## config.mk

```make
export PLATFORM = sky130hd
export DESIGN_NAME = float_round_to_integral_core
export DESIGN_NICKNAME = d
export VERILOG_FILES = /design/src/hdl/frti_pkg.sv /design/src/hdl/float_round_to_integral_core.sv /design/src/hdl/frti_round.sv
export SDC_FILE = /design/constraint.sdc
export NUM_CORES = 1
export LEC_CHECK = 0
export BUFFER_PORTS_ARGS = -buffer_cell sky130_fd_sc_hd__buf_4
export CORE_AREA = 2 2 167 169
export DETAILED_ROUTE_END_ITERATION = 8
export DIE_AREA = 0 0 169 171
export MAX_ROUTING_LAYER = met4
export PLACE_DENSITY = 0.79
export SYNTH_ARGS = -nofsm -noshare
export SYNTH_HDL_FRONTEND = slang
export SYNTH_SLANG_ARGS = --single-unit
```

## constraint.sdc

```tcl
create_clock -name clk -period 9.92 [get_ports clk]
set_input_delay 0.992 -clock clk [delete_from_list [all_inputs] [get_ports clk]]
set_output_delay 0.992 -clock clk [all_outputs]
set_load 0.05 [all_outputs]
```

## src/hdl/frti_pkg.sv

```systemverilog
`timescale 1ns / 1ps
package frti_pkg;
	localparam int unsigned ValueWidth = 64;
	localparam int unsigned OpWidth = 3;

	localparam logic [OpWidth-1:0] OP_NEAR_AWAY = 3'd0;
	localparam logic [OpWidth-1:0] OP_ZERO      = 3'd1;
	localparam logic [OpWidth-1:0] OP_AWAY      = 3'd2;
	localparam logic [OpWidth-1:0] OP_EVEN      = 3'd3;
	localparam logic [OpWidth-1:0] OP_ODD       = 3'd4;
	localparam logic [OpWidth-1:0] OP_CEIL      = 3'd5;
	localparam logic [OpWidth-1:0] OP_FLOOR     = 3'd6;

	// Decide whether the truncated magnitude steps up by one unit
	function automatic logic take_up(input logic [OpWidth-1:0] op, input logic neg,
			input logic above, input logic tie, input logic odd_lsb);
		logic up;
		case (op)
			OP_NEAR_AWAY: up = above | tie;
			OP_AWAY:      up = 1'b1;
			OP_EVEN:      up = above | (tie & odd_lsb);
			OP_ODD:       up = above | (tie & ~odd_lsb);
			OP_CEIL:      up = ~neg;
			OP_FLOOR:     up = neg;
			default:      up = 1'b0;
		endcase
		return up;
	endfunction
endpackage

```

## src/hdl/float_round_to_integral_core.sv

```systemverilog
`timescale 1ns / 1ps
// Throughput: one transaction per cycle while the skid register is empty; the
// rounding logic sits between the input ports and the result register (a skid
// register absorbs stalls, and in_ready drops while it holds a result).
// Reset: arst_n clears the valid flags only; payload registers are not reset.
module float_round_to_integral_core import frti_pkg::*; (
	input  logic                  clk,
	input  logic                  arst_n,
	input  logic                  in_valid,
	output logic                  in_ready,
	input  logic [ValueWidth-1:0] value_bits,
	input  logic                  is_double,
	input  logic [OpWidth-1:0]    opcode,
	output logic                  out_valid,
	input  logic                  out_ready,
	output logic [ValueWidth-1:0] result_bits
);
	logic [ValueWidth-1:0] res_c, res_s1, skid_q;
	logic                  v_s1, skid_v_q;

	frti_round u_round (.value_bits(value_bits), .is_double(is_double), .opcode(opcode),
		.result_bits(res_c));

	assign in_ready    = ~skid_v_q;
	assign out_valid   = v_s1;
	assign result_bits = res_s1;

	// Advance the result register; park a stalled result in the skid register
	always_ff @(posedge clk or negedge arst_n) begin
		if (!arst_n) begin
			v_s1 <= 1'b0;
			skid_v_q <= 1'b0;
		end else begin
			if (!v_s1 || out_ready) begin
				v_s1 <= skid_v_q | in_valid;
				skid_v_q <= 1'b0;
			end else if (in_valid && in_ready) begin
				skid_v_q <= 1'b1;
			end
		end
	end

	always_ff @(posedge clk) begin
		if (!v_s1 || out_ready)
			res_s1 <= skid_v_q ? skid_q : res_c;
		if (in_valid && in_ready && v_s1 && !out_ready)
			skid_q <= res_c;
	end
endmodule

```

## src/hdl/frti_round.sv

```systemverilog
`timescale 1ns / 1ps
module frti_round import frti_pkg::*; (
	input  logic [ValueWidth-1:0] value_bits,
	input  logic                  is_double,
	input  logic [OpWidth-1:0]    opcode,
	output logic [ValueWidth-1:0] result_bits
);
	logic [63:0] u, r, mask, rem, half, trunc, tsum;
	logic [63:0] signbit, emaxv, bias, mag;
	logic [10:0] e;
	logic [5:0]  mb;
	logic [6:0]  f;
	logic [10:0] ex;
	logic        neg, lsb, up, nan_inf, below_one, big;

	// Decode the operand fields for the selected format and round to an integral value
	always_comb begin
		u  = is_double ? value_bits : {32'd0, value_bits[31:0]};
		mb = is_double ? 6'd52 : 6'd23;
		signbit = is_double ? 64'h8000_0000_0000_0000 : 64'h0000_0000_8000_0000;
		emaxv   = is_double ? 64'd2047 : 64'd255;
		bias    = is_double ? 64'd1023 : 64'd127;
		mag = u & (signbit - 64'd1);
		e   = 11'(mag >> mb);
		neg = (u & signbit) != 64'd0;
		nan_inf = {53'd0, e} == emaxv;
		below_one = {53'd0, e} < bias;
		ex = e - 11'(bias);
		big = ex >= {5'd0, mb};
		f = 7'(mb) - 7'(ex);
		mask = (64'd1 << f) - 64'd1;
		rem  = mag & mask;
		half = 64'd1 << (f - 7'd1);
		trunc = mag & ~mask;
		lsb = (ex == 11'd0) ? 1'b1 : mag[f[5:0]];
		up = take_up(opcode, neg, rem > half, rem == half, lsb);
		tsum = trunc + (up ? (64'd1 << f) : 64'd0);
		r = u;
		if (nan_inf) begin
			if ((mag & ((64'd1 << mb) - 64'd1)) != 64'd0)
				r = u | (64'd1 << (mb - 6'd1));
		end else if (mag == 64'd0) begin
			r = u;
		end else if (below_one) begin
			r = (u & signbit) | (take_up(opcode, neg,
				({53'd0, e} == bias - 64'd1) && ((mag & ((64'd1 << mb) - 64'd1)) != 64'd0),
				({53'd0, e} == bias - 64'd1) && ((mag & ((64'd1 << mb) - 64'd1)) == 64'd0),
				1'b0) ? (bias << mb) : 64'd0);
		end else if (!big && rem != 64'd0) begin
			r = (u & signbit) | tsum;
		end
		result_bits = is_double ? r : {32'd0, r[31:0]};
	end
endmodule

```

==> impl_results.md, run 1 <==
* Post-cts hold buffer count at 0
* Syn nets at 2178
* Status: stopped before the end
* Routability cong. at 1.433
* Cells after synthesis at 1966
* Yosys Warn Count at 0
* Htree depth at 4
* Worst ep type: register data pin
* Count leader, synth: nand2_1
* Syn Area/Cell at 8.116 µm²
* Top_reg_cell synth: edfxtp_1
* Longest Clk Path Bufs at 2
* Distinct cells, synth at 103
* Standard-cell row count at 61
* Placed wire-length estimate at 57.61 mm
* Post-GRT worst EP: result_bits[60]$_DFFE_PN_/D
* Post-synth top area share at 0.2409
* Largest net degree at the start of global routing at 68
* IO Port Bufs at 137
* Die height at 171 µm
* Die width at 169 µm
* Area leader, netlist: edfxtp_1
* Fail Step: global routing
* FFs w/ async S/R, synth at 0.01538
* CTS sink cnt at 130
* Commonest cells in the netlist: nand2_1, nor2_1, a21oi_1
* Placed cells at 2802
* Starting Density at 0.5839
* Remaining global-route overflow at 13
* IO Pins at 138
* Yosys reg bits at 130
* Clock root cell: clkbuf_16
* All-Layer GR Usage at 0.7031
* Post-synth EDFFs at 128
* Sequential area share after synthesis at 0.2440
* Err: [ERROR GRT-0232] Routing congestion too high. Check the congestion heatmap in the GUI.
* Top post-synthesis cells by area: edfxtp_1, ha_1, nand2_1
* Syn Std Cell Area at 15960 µm²
* CTS buffer count at 17
what timing repair did:
| action | 4_1_cts |
|---|---|
| cloned | 1 |
| pin swaps | 24 |
| hold endpoints to repair | 0 |
| setup buffers | 8 |
| setup endpoints to repair | 55 |
| resized for setup | 33 |
layer usage:
layer | overflow | GRT usage
met1 | 0 | 0.6936
met2 | 5 | 0.8521
met3 | 2 | 0.5640
met4 | 6 | 0.6399
met5 | - | -
logic make-up after synthesis:
family | Yosys count | synth area share
and+or+nand+nor | 785 | 0.2352
xor gates and xnor gates | 85 | 0.05019
buffers and inverters | 159 | 0.04133
AOI/OAI and AO/OA | 581 | 0.2516
DFF | 130 | 0.2440
adders and majority gates | 140 | 0.1107
muxes | 86 | 0.06697
through the flow:
stage | worst slack (ns) | area, µm² | hold slack (ns)
2_1_floorplan | -0.6744 | 16440 | 0.5037
3_3_place_gp | -0.7534 | 20730 | 0.5207
3_5_place_dp | -1.087 | 20730 | 0.5305
4_1_cts | -0.002986 | 21630 | 0.3022
==> inputs of run 2 (changes only) <==
- CORE_AREA: 2 2 167 169 -> 2 2 203 205
- DIE_AREA: 0 0 169 171 -> 0 0 205 207
- MAX_ROUTING_LAYER: met4 -> not set
- PLACE_DENSITY: 0.79 -> not set
- PLACE_DENSITY_LB_ADDON: not set -> 0.15
==> run 2 against run 1 <==
The flow now finishes, with violations (negative setup slack). Synthesized cell count unchanged. Area after synthesis unchanged.
==> impl_results.md, run 2 <==
* WL final at 84.91 mm
* Crit path time final at 9.941 ns
* LEAKAGE at 10.66 nW
* Count leader, synth: nand2_1
* Post-synth EDFFs at 128
* Largest net degree at the start of global routing at 67
* Setup violators final at 1
* Cells after synthesis at 1966
* Max Cap Violations at 0
* Vias in the first global route at 18454
* Crit share post-route at 1.002
* TritonRoute pass-1 iters at 6
* Layout cells sized above 1 at 0.3981
* Commonest non-fill, non-tap cells in the layout: buf_4, nand2_1, nor2_1
* CTS sink cnt at 130
* RSZ-0062 raised after global routing: true
* Initial DRC Count at 2173
* CP required at 10.09 ns
* FFs w/ async S/R, synth at 0.01538
* Final count of hold timing violations at 0
* Cell with the largest stage delay on the worst path: or3_4
* Status: finished with violations
* Sequential area share after synthesis at 0.2440
* Distinct cells, synth at 103
* Initial antenna violation count at 8
* Crit start category: input pin
* All-Layer GR Usage at 0.3897
* IO Pins at 138
* Setup CP Type: in2reg
* Routability cong. at 1.070
* Syn Area/Cell at 8.116 µm²
* Clock root cell: clkbuf_16
* Post-cts hold buffer count at 0
* Remaining global-route overflow at 0
* Htree depth at 4
* CP arrival at 10.12 ns
* Die width at 205 µm
* Syn nets at 2178
* Die ar. at 42440 µm²
* Post-synth top area share at 0.2409
* Yosys reg bits at 130
* Worst VDD drop at 0.0001433 V
* Largest stage delay, worst path at 0.40 ns
* Max Clock Freq at 100.6 MHz
* Final ANT Viol Nets at 0
* Worst reg-to-reg setup slack at 7.10 ns
* CTS buffer count at 17
* Rel. slew slack at 0.1910
* Via count at 19612
* Core Region at 40370 µm²
* Final Util at 0.5915
* Starting Density at 0.3952
* Fin nets at 2859
* Critical path capture point type: register
* DR vias/cell at 6.144
* Crit Path Max Fanout at 12
* Commonest cells in the netlist: nand2_1, nor2_1, a21oi_1
* Syn Std Cell Area at 15960 µm²
* Top_reg_cell synth: edfxtp_1
* Yosys Warn Count at 0
* IO Port Bufs at 137
* Power per cell area at 146.8 nW/µm²
* Max-slew violation count at 0
* Die height at 207 µm
* Clock slew at reported path FFs at 0.07 ns
* Placed Area at 21960 µm²
* Routed length per placed instance at 26.60 µm
* Area grow syn2layout at 49.65%
* N_diodes at 0
* Slew @ Worst Pin at 1.213 ns
* Standard-cell row count at 74
* Top post-synthesis cells by area: edfxtp_1, ha_1, nand2_1
* Longest Clk Path Bufs at 2
* CTS tree: built
* Violated checks: negative setup slack
* Final WS setup at -0.02149 ns
* Area leader, netlist: edfxtp_1
* Most common cell after layout, fill and taps aside: buf_4
* Clock Skew at 0.01155 ns
* Insertion delay to the later sink of the worst-skew pair at 0.47 ns
* Worst hold path type: in2async
* DRC viols at 0
* Placed wire-length estimate at 68.23 mm
* Final instance area at 23880 µm²
* First-pass GRT wire length at 121.7 mm
[run 2: area by class of cell]
type                       count  area [µm²]
clock inverter                14       167.7
fill                        3767       16490
sequential                   130        3895
timing repair buffer         757        5867
multi-input combinational   1677       12600
clock buffer                  18       429.2
tap                          532       665.6
inverter                      64       247.7
[run 2: final timing paths]
kind                             from         endpoint  depth (start not counted)
max reg2reg                  skid_v_q  result_bits[53]                          4
max in group asynchronous      arst_n         skid_v_q                          1
max                         is_double  result_bits[61]                         49
min in group clk           skid_q[36]  result_bits[36]                          2
min                            arst_n         skid_v_q                          1
min reg2reg                skid_q[36]  result_bits[36]                          2
[run 2: where the power goes]
part | switching [W] | internal, W
sequential | 0.0000209 | 0.000663
combinational | 0.00125 | 0.000895
clock | 0.000299 | 0.000378
[run 2: critical path: cells and delay by family]
kind                     cells  cell delay (ns)
buffers and inverters       11             1.48
XOR/XNOR                     2             0.55
adder cells (fa/ha/maj)      4             0.88
AND/OR/NAND/NOR              8             1.51
AO/OA/AOI/OAI               24             4.69
[run 2: cell families after synthesis]
family	Yosys count	share of synthesized area
XOR/XNOR	85	0.05019
buffers and inverters	159	0.04133
AO/OA/AOI/OAI	581	0.2516
flip-flops	130	0.2440
adder cells (fa/ha/maj)	140	0.1107
multiplexers	86	0.06697
AND/OR/NAND/NOR	785	0.2352
[run 2: layer usage]
metal	part of all wire	GRT usage	routed length, µm
met5	0.00054	0	46
met2	0.43	0.5852	36860
met3	0.090	0.08512	7682
met1	0.43	0.5389	36460
met4	0.045	0.1608	3863
[run 2: stage by stage]
stage,setup slack [ns],setup TNS [ns],hold slack [ns],instances,power [W]
finish,-0.02149,-0.02149,0.2893,3192,0.003504
global route,-0.2788,-2.676,0.2771,3192,0.003620
CTS,0.009533,0,0.2735,3165,0.003351
detailed placement,-1.172,-47.66,0.5244,3116,0.002623
global placement,-1.111,-42.81,0.5187,3116,0.002623
floorplan,-0.6744,-10.53,0.5037,1966,0.001676
[run 2: what timing repair did]
item,in CTS,in global routing
gates cloned,0,1
pin swaps,42,73
gates resized for setup,61,142
endpoints found under the setup margin,46,49
setup buffers,17,28
Note: power is estimated with default switching activity, not from simulation.
